--- config.mk ---
export PLATFORM = sky130hd
export DESIGN_NAME = swmf_queue
export DESIGN_NICKNAME = d
export VERILOG_FILES = /design/src/rtl/swmf_pkg.sv /design/src/rtl/swmf_queue.sv
export SDC_FILE = /design/constraint.sdc
export NUM_CORES = 1
export LEC_CHECK = 0
export BUFFER_PORTS_ARGS = -buffer_cell sky130_fd_sc_hd__buf_2
export CAP_MARGIN = 20
export CELL_PAD_IN_SITES_DETAIL_PLACEMENT = 1
export CELL_PAD_IN_SITES_GLOBAL_PLACEMENT = 1
export CORE_AREA = 2 2 90 92
export CTS_BUF_LIST = sky130_fd_sc_hd__clkbuf_2 sky130_fd_sc_hd__clkbuf_4 sky130_fd_sc_hd__clkbuf_8
export CTS_CLUSTER_DIAMETER = 60
export DETAILED_ROUTE_END_ITERATION = 12
export DIE_AREA = 0 0 92 94
export PLACE_DENSITY = 0.95
export SLEW_MARGIN = 20
export SYNTH_ARGS = -nofsm -noshare
export SYNTH_HDL_FRONTEND = slang
export SYNTH_SLANG_ARGS = --single-unit
--- constraint.sdc ---
create_clock -name i_clk -period 3.4 [get_ports i_clk]
set_input_delay 0.68 -clock i_clk [delete_from_list [all_inputs] [get_ports i_clk]]
set_output_delay 0.68 -clock i_clk [all_outputs]
set_load 0.005 [all_outputs]
--- src/rtl/swmf_pkg.sv ---
// Shared types and constants for the separable window median filter.
// Depends on nothing; used by all modules under rtl.
package swmf_pkg;

    localparam int MaxWidth  = 4096;
    localparam int PixelBits = 8;
    localparam int ColBits   = $clog2(MaxWidth);
    localparam int LineRows  = 4;
    localparam int RowSelBits = 2;
    localparam int QueueDepth = 4;
    localparam int QueueBits  = 2;
    localparam int CfgBits    = 16;
    localparam int RegIdxBits = 2;
    localparam int PipeStages = 6;

    localparam logic [RegIdxBits-1:0] RegRadius = 2'd0;
    localparam logic [RegIdxBits-1:0] RegWidth  = 2'd1;
    localparam logic [RegIdxBits-1:0] RegHeight = 2'd2;

    typedef logic [PixelBits-1:0] t_pix;

    // classified word handed from the front part to the back part
    typedef struct packed {
        t_pix                  pixel;
        logic [ColBits-1:0]    col;
        logic [RowSelBits-1:0] row_sel;
        logic                  big;
        logic                  emit;
        logic                  row_end;
        logic                  frame_end;
    } t_cmd;

    // compare-exchange: return {max, min}
    function automatic logic [2*PixelBits-1:0] cmp_swap(input t_pix a, input t_pix b);
        return (a > b) ? {a, b} : {b, a};
    endfunction

endpackage

--- src/rtl/swmf_queue.sv ---
// Short FIFO of classified words between front and back.
// Depends on swmf_pkg.
module swmf_queue (
    input  logic           i_clk,
    input  logic           i_rst_n,
    input  logic           i_push,
    input  swmf_pkg::t_cmd i_cmd,
    output logic           o_space,
    output logic           o_avail,
    input  logic           i_pop,
    output swmf_pkg::t_cmd o_cmd
);
    swmf_pkg::t_cmd r_mem [swmf_pkg::QueueDepth];
    logic [swmf_pkg::QueueBits-1:0] r_wp, r_rp;
    logic [swmf_pkg::QueueBits:0]   r_cnt;

    assign o_space = r_cnt != 3'(swmf_pkg::QueueDepth);
    assign o_avail = r_cnt != '0;
    assign o_cmd   = r_mem[r_rp];

    // store pushed word
    always_ff @(posedge i_clk) begin
        if (i_push) r_mem[r_wp] <= i_cmd;
    end

    // advance pointers
    always_ff @(posedge i_clk) begin
        if (!i_rst_n) begin
            r_wp <= '0; r_rp <= '0; r_cnt <= '0;
        end else begin
            if (i_push) r_wp <= r_wp + 1'b1;
            if (i_pop)  r_rp <= r_rp + 1'b1;
            r_cnt <= r_cnt + 3'(i_push) - 3'(i_pop);
        end
    end

`ifndef SYNTHESIS
    a_no_overflow: assert property (@(posedge i_clk) disable iff (!i_rst_n)
        i_push |-> (o_space || i_pop)) else $error("queue overflow");
    a_no_underflow: assert property (@(posedge i_clk) disable iff (!i_rst_n)
        i_pop |-> o_avail) else $error("queue underflow");
    a_count_step: assert property (@(posedge i_clk) disable iff (!i_rst_n)
        (i_push && !i_pop) |=> r_cnt == $past(r_cnt) + 3'd1) else $error("count");
`endif
endmodule

==> reports/results.ini <==
[setup_path]
r2r-start=r_wp[0]
crit_fanout=16
worstPathRequired_ns=2.72
critical_path.startpoint_type=register
cp.arrival_ns=2.02
end_kind=primary output
crit_type=register to primary output

[global_routing]
grt_overflow=0
met2_usage_pct=36.2
use_met3_pct=8.27
grt_pass1_vias=2312
grt_max_degree=27
antenna_found_initial=0
grt_use_total_pct=21.5
use_met1_pct=25.0
grt-busiest-layer=met2
grt_pass1_wl_um=12700

[clock_tree]
ctsHoldBuffers=0
clock_latency_ns=0.42
path_clk_slew_ns=0.07
ctsLongestPathBuffers=2
clock-root-buffer=clkbuf_8
cts_tree=built
htreeDepth=4
clkSinkCount=113
cts_setup_buffers=0
cts_buffers=17
cts-resized-gates=0

[synthesis]
ys_seq_elements=113
synthCells=179
synth-warning-count=0
ys.flop_type=edfxtp_1
synth_edf_count=104
yosys-top-cells-count=104 x edfxtp_1, 20 x mux4_2, 9 x dfxtp_1
syn-cell-area_mm2=0.00424
ys_seq_area_share_pct=78.0
synth_top_area_share_pct=73.7
synthTopCellsByArea=edfxtp_1 74%, mux4_2 11%, dfxtp_1 4.3%
ys_types=21
yosysTopAreaCell=edfxtp_1
syn_area_per_cell_um2=23.7
async_flop_share_pct=0
syn_nets=216
synth_most_common_cell=edfxtp_1

[layout]
syn_to_final_growth_pct=19.6
finish.instance_area_mm2=0.00507
nets=293
antenna_cells=0
n_fill_cell=658
drive_gt1_share_pct=43.9

[detailed_routing]
vias=2032
vias_per_cell=5.48
drt-initial-drc-count=127
dr.pass1.iters=4
wl_per_cell_um=22.9
wl_um=8500
antenna_left=0
route.detailed.drc=0

[timing]
fin_tns_setup_ns=0
drv_slew=0
finalHoldViolations=0
post-route-period-util_pct=79.6
setup-violations-final=0
slew_headroom_pct=62.4
fmax_mhz=370
tightest_slew_ns=0.564
clock_skew_ns=0.00899
rsz0062_at_grt=false
fin_crit_ns=2.70

[run]
cap_viol_max_count=0

[placement]
io_buffer_count=57
gp_congestion=0.701
post_dp_cell_area_mm2=0.00464
dp_hpwl_um=5160

[power]
vdd_ir_drop_max_mv=0.374
leakage_nw=1.80
power_density_mw_per_mm2=649

[die]
num_io_pins=58
die_area_mm2=0.00865
die_w_um=92
core_mm2=0.00761
start_util_pct=55.7
rows=32
die-height_um=94

[min_path]
min-delay-start=i_cmd[0]
worstHoldPathType=input pin to register

[status]
outcome=complete, no violations

-- worst max-delay path: stages, from the launching register on --
cell and delay, ns:
dfxtp_1 0.68, buf_4 0.36, mux4_1 0.39, buf_2 0.16
-- final cells by class --
cell class	instances	area, µm²	area share, %
flip-flops and latches	113	3300	65.2
repair buffers	64	338	6.67
well taps	102	128	2.52
multi-input cells	54	843	16.6
clock buffers	18	241	4.77
inverters	6	22.5	0.445
clock inverters	14	189	3.73
-- per-stage QoR --
step | util (%) | instances | hold slack (ns) | power [W] | setup WS (ns)
3_5_place_dp | 60.9 | 339 | 0.542 | 0.00198 | 1.11
3_3_place_gp | 60.9 | 339 | 0.525 | 0.00195 | 1.17
4_1_cts | 66.6 | 371 | 0.441 | 0.00333 | 0.625
2_1_floorplan | - | 179 | 0.499 | 0.00184 | 1.54
6_report | 66.6 | 371 | 0.471 | 0.00329 | 0.695
5_1_grt | 66.6 | 371 | 0.435 | 0.00342 | 0.571
-- power by group --
group | internal [W] | switching [W]
registers | 0.00160 | 0.0000429
logic | 0.000162 | 0.000143
clock network | 0.000804 | 0.000539
-- cells by family (layout without fill, tap and decap cells) --
group | count (synthesis) | after routing | share of synthesized area [%]
simple gates | 15 | 15 | 1.77
compound gates | 2 | 2 | 0.354
buf+inv | 12 | 102 | 2.10
mux | 27 | 27 | 14.6
flops | 113 | 113 | 78.0
xor+xnor | 3 | 3 | 0.945
fa+ha+maj | 7 | 7 | 2.25
-- registers in the layout, summed over array words and instances, names as in the netlist, named ones only --
| signal | flops |
|---|---|
| r_wp | 2 |
| r_rp | 2 |
| r_cnt | 3 |
| r_mem | 104 |
-- final timing paths --
check	to	slack [ns]	depth (start not counted)
setup / recovery	o_cmd[22]	0.70	3
hold / removal	r_mem[1][0]	0.47	1
setup reg to reg	r_mem[0][1]	1.60	4
hold reg to reg	r_rp[1]	0.55	2
-- per-layer routing --
| metal | share of wire (%) | vias up |
|---|---|---|
| met2 | 55 | 70 |
| met4 | 1.6 | 0 |
| met1 | 38 | 1058 |
| met5 | 0 | - |
| met3 | 5.0 | 14 |
| li1 | - | 890 |
-- placed cells by master, fill, tap and decap left out, types with 6 or more instances in the layout --
master	synthesis	final
edfxtp_1	104	104
buf_2	2	57
mux4_2	20	20
clkbuf_8	0	17
dfxtp_1	9	8
nor2_1	7	7
buf_4	0	7
inv_1	6	6
mux4_1	6	6
ha_1	6	6
Note: power is estimated with default switching activity, not from simulation.
