**src/rtl/swmf_pkg.sv**
```systemverilog
// Shared types and constants for the separable window median filter.
// Depends on nothing; used by all modules under rtl.
package swmf_pkg;

    localparam int MaxWidth  = 4096;
    localparam int PixelBits = 8;
    localparam int ColBits   = $clog2(MaxWidth);
    localparam int LineRows  = 4;
    localparam int RowSelBits = 2;
    localparam int QueueDepth = 4;
    localparam int QueueBits  = 2;
    localparam int CfgBits    = 16;
    localparam int RegIdxBits = 2;
    localparam int PipeStages = 6;

    localparam logic [RegIdxBits-1:0] RegRadius = 2'd0;
    localparam logic [RegIdxBits-1:0] RegWidth  = 2'd1;
    localparam logic [RegIdxBits-1:0] RegHeight = 2'd2;

    typedef logic [PixelBits-1:0] t_pix;

    // classified word handed from the front part to the back part
    typedef struct packed {
        t_pix                  pixel;
        logic [ColBits-1:0]    col;
        logic [RowSelBits-1:0] row_sel;
        logic                  big;
        logic                  emit;
        logic                  row_end;
        logic                  frame_end;
    } t_cmd;

    // compare-exchange: return {max, min}
    function automatic logic [2*PixelBits-1:0] cmp_swap(input t_pix a, input t_pix b);
        return (a > b) ? {a, b} : {b, a};
    endfunction

endpackage

```
**src/rtl/swmf_front.sv**
```systemverilog
// Front part: position tracking and classification of each input word.
// Depends on swmf_pkg.
module swmf_front (
    input  logic                    i_clk,
    input  logic                    i_rst_n,
    input  logic                    i_cfg_we,
    input  logic [swmf_pkg::RegIdxBits-1:0] i_cfg_idx,
    input  logic [swmf_pkg::CfgBits-1:0]    i_cfg_data,
    input  logic                    i_valid,
    input  swmf_pkg::t_pix          i_pixel,
    input  logic                    i_frame_start,
    output logic                    o_take,
    input  logic                    i_space,
    output logic                    o_push,
    output swmf_pkg::t_cmd          o_cmd
);
    logic [1:0]  r_radius;
    logic [12:0] r_width;
    logic [15:0] r_height;
    logic [11:0] r_col;
    logic [15:0] r_row;

    logic [12:0] width;
    logic [11:0] col0, n_col;
    logic [15:0] row0, n_row;
    logic        big, live;
    logic [2:0]  dm1;

    // hold configuration registers
    always_ff @(posedge i_clk) begin
        if (!i_rst_n) begin
            r_radius <= 2'd1;
            r_width  <= 13'd640;
            r_height <= 16'd480;
        end else if (i_cfg_we) begin
            case (i_cfg_idx)
                swmf_pkg::RegRadius: r_radius <= i_cfg_data[1:0];
                swmf_pkg::RegWidth:  r_width  <= i_cfg_data[12:0];
                swmf_pkg::RegHeight: r_height <= i_cfg_data;
                default: ;
            endcase
        end
    end

    assign o_take = i_space;

    // classify the current word
    always_comb begin
        width = r_width;
        if (width == 13'd0) width = 13'd1;
        if (width > 13'(swmf_pkg::MaxWidth)) width = 13'(swmf_pkg::MaxWidth);
        big  = r_radius[1];
        dm1  = big ? 3'd4 : 3'd2;
        col0 = i_frame_start ? 12'd0 : r_col;
        row0 = i_frame_start ? 16'd0 : r_row;
        if ({1'b0, col0} >= width) col0 = 12'd0;
        live = row0 < r_height;
        o_push = i_valid && i_space && live;
        o_cmd.pixel     = i_pixel;
        o_cmd.col       = col0;
        o_cmd.row_sel   = row0[1:0];
        o_cmd.big       = big;
        o_cmd.emit      = (row0 >= 16'(dm1)) && (col0 >= 12'(dm1));
        o_cmd.row_end   = ({1'b0, col0} == width - 13'd1);
        o_cmd.frame_end = o_cmd.row_end && (row0 == r_height - 16'd1);
        if ({1'b0, col0} + 13'd1 >= width) begin
            n_col = 12'd0;
            n_row = (row0 == 16'hFFFF) ? 16'hFFFF : row0 + 16'd1;
        end else begin
            n_col = col0 + 12'd1;
            n_row = row0;
        end
    end

    // advance position on every accepted word of the frame; past its end only a frame start resets it
    always_ff @(posedge i_clk) begin
        if (!i_rst_n) begin
            r_col <= '0;
            r_row <= '0;
        end else if (i_valid && i_space) begin
            if (live) begin
                r_col <= n_col;
                r_row <= n_row;
            end else if (i_frame_start) begin
                r_col <= '0;
                r_row <= '0;
            end
        end
    end
endmodule

```
**config.mk**
```make
export PLATFORM = sky130hd
export DESIGN_NAME = swmf_front
export DESIGN_NICKNAME = d
export VERILOG_FILES = /design/src/rtl/swmf_pkg.sv /design/src/rtl/swmf_front.sv
export SDC_FILE = /design/constraint.sdc
export NUM_CORES = 1
export LEC_CHECK = 0
export ABC_AREA = 0
export BUFFER_PORTS_ARGS = -buffer_cell sky130_fd_sc_hd__buf_2
export CORE_MARGIN = 5
export CORE_UTILIZATION = 60
export DETAILED_ROUTE_END_ITERATION = 8
export GPL_TIMING_DRIVEN = 0
export PLACE_DENSITY = 0.91
export SYNTH_ARGS = -nofsm -noshare
export SYNTH_HDL_FRONTEND = slang
export SYNTH_SLANG_ARGS = --single-unit
```
**constraint.sdc**
```tcl
create_clock -name i_clk -period 7.3 [get_ports i_clk]
set_clock_uncertainty 0.1 [all_clocks]
set_input_delay 1.095 -clock i_clk [delete_from_list [all_inputs] [get_ports i_clk]]
set_output_delay 1.095 -clock i_clk [all_outputs]
set_load 0.02 [all_outputs]
```
==> metrics, run 1 <==
max-slew violations=0; Antenna Nets Post-Route=0; Hold WC Path Type=register to register; TritonCTS Buffers=9; simple-gate portion of the synthesized area=29.0%; die height=104 microns; DR WL met3=1850 microns; GRT Total Usage=30.8%; Compound-Gate Fraction of Synth Area=22.0%; fmax=between 0.1 and 0.15 GHz; clk buf depth=2; ANT cells=0; Core Footprint=8720 sq um; arrival time worst endpoint=7.21 ns; Seq/Total Area, Yosys=21.7%; crit share post-route=96.9%; Slew headroom=46.1%; first-pass GRT wire length=27800 microns; synthesis-to-layout area growth=11.4%; Post-Place Cell Area=5740 sq um; clk root buf=clkbuf_8; final hold viol count=0; Crit. End Element=register; met2 routed WL=7910 microns; initial core utilization=61.4%; crit-path max FO=10; Pleak=0.00250 uW; filler instances=744; Avg Cell Area, Syn=7.43 sq um; DR WL/cell=slightly below 20 microns; multiplexer share of the synthesized area=roughly 1.3%; overflow left after global routing=0; vias per std cell=6.64; cell area after layout=5960 sq um; Cell Area, Synth=5350 sq um; worst slew pin tran=0.800 ns; Final Net Count=864; Routed WL=17400 microns; Max Cap Violations=0; Hold Slack=0.386 ns; Tmin final=slightly above 7 ns; asr flop ratio synth=0%; Setup-failing EPs final=0; synthesized-area fraction occupied by adder cells=11.5%; vias=a little under 6000; Distinct cells, synth=73; Critical Path RT=7.43 ns; #FFs+latches synth=58; total iterations of the first detailed-routing run=6; Worst Setup Start Kind=primary input; initial antenna violation count=0; CTS hold repair buffers=0; status=finished, final reports clean; 1st-iter DRT viols=568; Synth Flop Type=dfxtp_1; CTS tree=done; Syn Nets=between 800 and 900; Die X=~100 microns; HPWL Detailed=about 13000 microns; Syn Inst Count=720; combinational family with the most area after synthesis=simple AND/OR/NAND/NOR gates; worst-skew pair later-pin latency=roughly 0.34 ns; EDFF count, synth=0; largest net degree at the start of global routing=20; pwr dens=137 nW/um^2; H-tree levels=3; IO Port Bufs=51; drt drc=0; clock sink count=slightly below 60; FP Rows=34; Synth Area in XOR/XNOR=under 10%; Worst-path clk slew=0.07 ns; share of layout cells above drive strength 1=14.4%; CP Class=primary input to register; Ys Warns=0; Worst VDD drop=approximately 0.17 mV; die area=10900 sq um; RePlAce Congestion=0.977; uppermost routed layer=met4; met1 wire length=7240 microns; vias in the first global route=5627; io pins=60
[cells in the mapped netlist, types with 3 or more instances]
cell	n	area, sq um
nand2_1	101	379
dfxtp_1	58	1160
nor2_1	50	188
ha_1	49	613
inv_1	47	176
a21oi_1	44	220
xnor2_1	37	324
clkbuf_1	30	113
o21ai_0	22	110
nand3_1	21	105
nor3_1	20	100
nand4_1	16	100
nor2b_1	16	100
o211ai_1	13	97.6
a31oi_1	12	75.1
nor4_1	11	68.8
or4_1	10	75.1
a211oi_1	9	67.6
buf_2	9	45.0
buf_4	9	67.6
a21o_1	8	60.1
nand2b_1	8	50.1
o31ai_1	8	60.1
a32o_1	7	70.1
a41oi_1	7	61.3
and3_1	6	37.5
and4_1	6	52.6
mux2i_1	6	60.1
and2_1	5	31.3
nand3b_1	4	30.0
a21boi_0	3	22.5
a221oi_1	3	26.3
nand4b_1	3	26.3
nor4_2	3	37.5
o2111ai_1	3	26.3
o22ai_1	3	18.8
o31a_1	3	26.3
[per-stage QoR]
stage	power, uW	cells	worst slack (ns)	utilization (%)	setup TNS [ns]
3_3_place_gp	530	879	-0.444	65.8	-6.88
2_1_floorplan	480	720	0.752	-	0
4_1_cts	801	893	0.0861	67.8	0
3_5_place_dp	537	879	-0.348	65.8	-4.92
6_report	815	895	0.224	68.4	0
5_1_grt	844	895	-0.0357	68.4	-0.0797
[metal layers]
metal	vias to the layer above	global-route usage, %
li1	2738	-
met2	367	48.6
met1	2796	42.0
met4	0	9.99
met3	46	5.96
met5	-	0
[cell usage in the layout (no fill, tap or decap), types with 7 or more instances in the layout]
| cell | n |
|---|---|
| o31ai_1 | 8 |
| nand3_1 | 20 |
| nand2_1 | 101 |
| inv_1 | 47 |
| nand4_1 | 16 |
| nor4_1 | 10 |
| xnor2_1 | 37 |
| buf_4 | 12 |
| dfxtp_1 | 58 |
| ha_1 | 49 |
| a211oi_1 | 9 |
| nand2b_1 | 8 |
| clkbuf_8 | 11 |
| or4_1 | 10 |
| a21oi_1 | 44 |
| buf_2 | 60 |
| a41oi_1 | 7 |
| clkbuf_1 | 28 |
| o211ai_1 | 13 |
| nor2_1 | 49 |
| o21ai_0 | 21 |
| nor2b_1 | 16 |
| nor3_1 | 20 |
| a32o_1 | 7 |
| a31oi_1 | 12 |
| a21o_1 | 8 |
[cell type report]
type | count | area, sq um | share of cell area (%)
plain buffers | 49 | 245 | 4.11
clock buffers | 12 | 155 | 2.60
clock inverters | 3 | 15.0 | 0.252
inverters | 49 | 184 | 3.09
multi-input cells | 562 | 3790 | 63.5
flip-flops and latches | 58 | 1160 | 19.5
well taps | 108 | 135 | 2.27
repair buffers | 54 | 278 | 4.66
[sequential cells by signal (all words and copies together), names as in the netlist]
| register | flops |
|---|---|
| r_col | 12 |
| r_radius | 1 |
| r_width | 13 |
| r_row | 16 |
| r_height | 16 |
[path summary, 6_finish.rpt]
path                             from                  endpoint  slack (ns)  cells past startpoint
min          r_height[9]$_SDFFE_PN0P_  r_height[9]$_SDFFE_PN0P_        0.39                      2
max                     i_frame_start    r_row[12]$_SDFFE_PN0P_        0.22                     28
min reg2reg  r_height[9]$_SDFFE_PN0P_  r_height[9]$_SDFFE_PN0P_        0.39                      2
max reg2reg   r_width[7]$_SDFFE_PN1P_    r_row[12]$_SDFFE_PN0P_        0.47                     28
[power breakdown]
part / internal (uW) / leakage [uW] / switching [uW]
sequential: 326 / 0.000472 / 11.5
combinational: 76.6 / 0.00193 / 128
clock: 138 / 0.0000920 / 134
[cells by family (layout without fill, tap and decap cells)]
logic type / Yosys count / in the layout
AO/OA/AOI/OAI: 170 / 170
XOR/XNOR: 39 / 39
adder cells (fa/ha/maj): 49 / 49
buffers and inverters: 100 / 167
flip-flops: 58 / 58
multiplexers: 7 / 7
AND/OR/NAND/NOR: 297 / 297
[worst max-delay path, stage by stage]
cell and delay [ns]:
buf_2 0.12, buf_2 0.22, inv_2 0.09, buf_2 0.21, nand2_1 0.16, inv_1 0.12, ha_1 0.26, or4_1 0.53
a21oi_1 0.16, o41a_2 0.25, nand2_2 0.11, buf_2 0.25, nor2_4 0.20, ha_1 0.19, inv_1 0.12, nor4_4 0.26
and3_1 0.22, xnor2_1 0.15, nor2_1 0.07, ha_1 0.33, and3_1 0.17, and4_1 0.20, a211oi_1 0.06, o211ai_1 0.59
and3_4 0.32, buf_2 0.23, a41oi_1 0.18, a211oi_1 0.34
[repair_timing]
| action | in CTS | in global routing |
|---|---|---|
| pin swaps | 0 | 3 |
| setup buffers | 0 | 3 |
| gates resized for setup | 2 | 7 |
| endpoints found under the setup margin | 6 | 27 |
Note: power is estimated with default switching activity, not from simulation.
==> run 2, diff against run 1 <==
--- a/config.mk
+++ b/config.mk
@@ -5,11 +5,11 @@
 export SDC_FILE = /design/constraint.sdc
 export NUM_CORES = 1
 export LEC_CHECK = 0
-export ABC_AREA = 0
-export BUFFER_PORTS_ARGS = -buffer_cell sky130_fd_sc_hd__buf_2
+export ABC_AREA = 1
 export CORE_MARGIN = 5
-export CORE_UTILIZATION = 60
+export CORE_UTILIZATION = 65
 export DETAILED_ROUTE_END_ITERATION = 8
+export DONT_BUFFER_PORTS = 1
 export GPL_TIMING_DRIVEN = 0
 export PLACE_DENSITY = 0.91
 export SYNTH_ARGS = -nofsm -noshare
==> constraint.sdc (replaced) <==
create_clock -name i_clk -period 7.9 [get_ports i_clk]
set_clock_uncertainty 0.1 [all_clocks]
set_input_delay 1.185 -clock i_clk [delete_from_list [all_inputs] [get_ports i_clk]]
set_output_delay 1.185 -clock i_clk [all_outputs]
set_load 0.02 [all_outputs]
==> metrics, run 2 <==
status=finished, final reports clean; hold path depth=2; # resized after CTS=0; Crit. End Element=register; Buf/Inv on CP=5; IO Port Bufs=0; CP top delay family=simple AND/OR/NAND/NOR gates; Hold WC Path Type=register to register; Hold Path End=r_width[0]$_SDFFE_PN0P_; CP max stage delay=0.39 ns; largest net degree at the start of global routing=13; worst slew pin tran=0.890 ns; CP Class=primary input to register; max-slew violations=0; largest registers=r_height: 16 flops, r_row: 16 flops, r_width: 13 flops; Psw=338 uW; Worst Setup Start Kind=primary input; most common cell after layout, fill and taps aside=nand2_1; Die X=between 100 and 150 microns; GRT Total Usage=30.8%; Crit-path slowest cell=ha_1; Distinct cells, synth=35; Placed Instances=approximately 1000; Routed WL=16800 microns; io pins=60; sw frac=38.5%; overall power=a little under 900 uW; ANT cells=0; total iterations of the first detailed-routing run=8; Cell Area, Synth=approximately 5700 sq um; filler instances=775; clk root buf=clkbuf_8; crit-path max FO=10; P_int=540 uW; H-tree levels=3; CTS tree=done; Antenna Nets Post-Route=0; TritonCTS Buffers=9; end of the worst register-to-register path=r_col[8]$_SDFFE_PN0P_; Setup-failing EPs final=0; Non-Filler Instances=roughly 1100; postcts setup bufs=0; die height=104 microns; die area=10800 sq um; first-pass GRT wire length=27800 microns; drt drc=0; initial core utilization=66.1%; pwr dens=145 nW/um^2; Comb pwr share=30.7%; overflow left after global routing=0; worst-skew pair later-pin latency=0.36 ns; cell repeated most along the worst path=nand2_1; 1st-iter DRT viols=661; pre-CTS setup slack=1.78 ns; Ys Warns=0; Seq pwr share=36.7%; TNS Setup=0 ns; Seq/Total Area, Yosys=20.3%; Reg2Reg Setup Slack=approximately 2.1 ns; fmax=0.168 GHz; top-area cell type share of the netlist area=between 20 and 25%; FP Rows=34; HPWL Detailed=12900 microns; vias in the first global route=~5800; Max Cap Violations=0; arrival time worst endpoint=around 6 ns; final hold viol count=0; Worst VDD drop=0.125 mV; DR WL/cell=15.8 microns; EDFF count, synth=0; vias=6317; Slew headroom=40.4%; R2R depth=33; RePlAce Congestion=0.997; Worst-path clk slew=around 0.070 ns; most frequent cell after synthesis=nand2_1; Synth Flop Type=dfxtp_1; Pleak=0.00301 uW; dominant cell type by area after synthesis=dfxtp_1; Tmin final=5.96 ns; asr flop ratio synth=0%; RSZ-0062 raised after global routing=no; share of layout cells above drive strength 1=7.64%; Critical Path RT=slightly above 8 ns; crit share post-route=between 70% and 80%; Final Net Count=1032; Syn Inst Count=940; CTS hold repair buffers=0; FF-to-FF Start=r_width[5]$_SDFFE_PN0P_; Synth top cells by count=nand2_1 (214), inv_1 (128), nor2_1 (98); clk buf depth=2; vias per std cell=5.94; min-delay src=r_width[0]$_SDFFE_PN0P_; most frequent cells in the layout=nand2_1 (214), inv_1 (128), nor2_1 (98), o21ai_0 (73), a21oi_1 (70); Avg Cell Area, Syn=~6 sq um; setup ws final=1.94 ns; top area cells in the synthesized netlist=dfxtp_1 (20%), nand2_1 (14%), ha_1 (11%), inv_1 (8.4%), nor2_1 (6.4%); #FFs+latches synth=58; clock sink count=58; initial antenna violation count=0; Clock power frac=32.6%; Core Footprint=8640 sq um; synthesis-to-layout area growth=5.90%; Syn Nets=around 1000
[run 2: changes by cell type after synthesis, sizes merged, moves of 16 or more]
cell   delta
xor2     +28
nand3    +47
inv      +90
nand2   +118
o21ai    +58
nor2b    -16
xnor2    -36
a21oi    +29
nor2     +67
[run 2: area by class of cell]
| type | instances | area [sq um] | share of cell area (%) |
|---|---|---|---|
| multi-input cells | 710 | 3850 | 63.7 |
| plain buffers | 34 | 176 | 2.92 |
| well taps | 108 | 135 | 2.24 |
| clock buffers | 9 | 124 | 2.05 |
| inverters | 138 | 518 | 8.57 |
| clock inverters | 7 | 77.6 | 1.28 |
| flip-flops and latches | 58 | 1160 | 19.2 |
[run 2: tightest hold or removal path, cell delays in order (launching register included)]
cell and delay (ns):
dfxtp_1 0.31, inv_1 0.08, a21oi_1 0.07
[run 2: how the worst max path moves through the flow]
stage                             start                endpoint  slack, ns  depth (start not counted)
after floorplan           i_frame_start   r_row[2]$_SDFFE_PN0P_       2.72                         31
after global placement    i_frame_start   r_row[6]$_SDFFE_PN0P_       1.84                         29
after detailed placement  i_frame_start  r_row[10]$_SDFFE_PN0P_       1.78                         29
after CTS                 i_frame_start   r_col[8]$_SDFFE_PN0P_       2.10                         27
after global routing      i_frame_start   r_col[8]$_SDFFE_PN0P_       1.59                         27
final                     i_frame_start   r_col[8]$_SDFFE_PN0P_       1.94                         27
[run 2: through the flow]
step / util [%] / hold WS [ns] / cell area [sq um]
2_1_floorplan: - / 0.350 / 5710
3_3_place_gp: 67.7 / 0.372 / 5840
3_5_place_dp: 67.7 / 0.389 / 5840
4_1_cts: 70.0 / 0.399 / 6050
5_1_grt: 70.0 / 0.415 / 6050
6_report: 70.0 / 0.398 / 6050
[run 2: kinds of logic (layout without fill, tap and decap cells)]
kind of cell | count (synthesis) | in the layout | share of synthesized area [%]
AO/OA/AOI/OAI | 179 | 179 | 17.1
XOR/XNOR | 31 | 31 | 4.76
adder cells (fa/ha/maj) | 49 | 49 | 10.7
buffers and inverters | 172 | 188 | 12.2
flip-flops | 58 | 58 | 20.3
AND/OR/NAND/NOR | 451 | 451 | 34.9
[run 2: power by group through the flow]
stage	clock network [uW]	logic (uW)	registers, uW
4_1_cts	286	262	322
6_report	286	270	323
3_5_place_dp	0	259	329
3_3_place_gp	0	254	328
2_1_floorplan	0	204	325
5_1_grt	302	300	325
[run 2: routing by layer]
layer  part of all wire, %  track usage, %  vias up
met1                    43            40.8     2802
met2                    43            48.0      372
met5                     0               0        -
li1                      -               -     3085
met3                    12            9.58       58
met4                   2.8            9.07        0
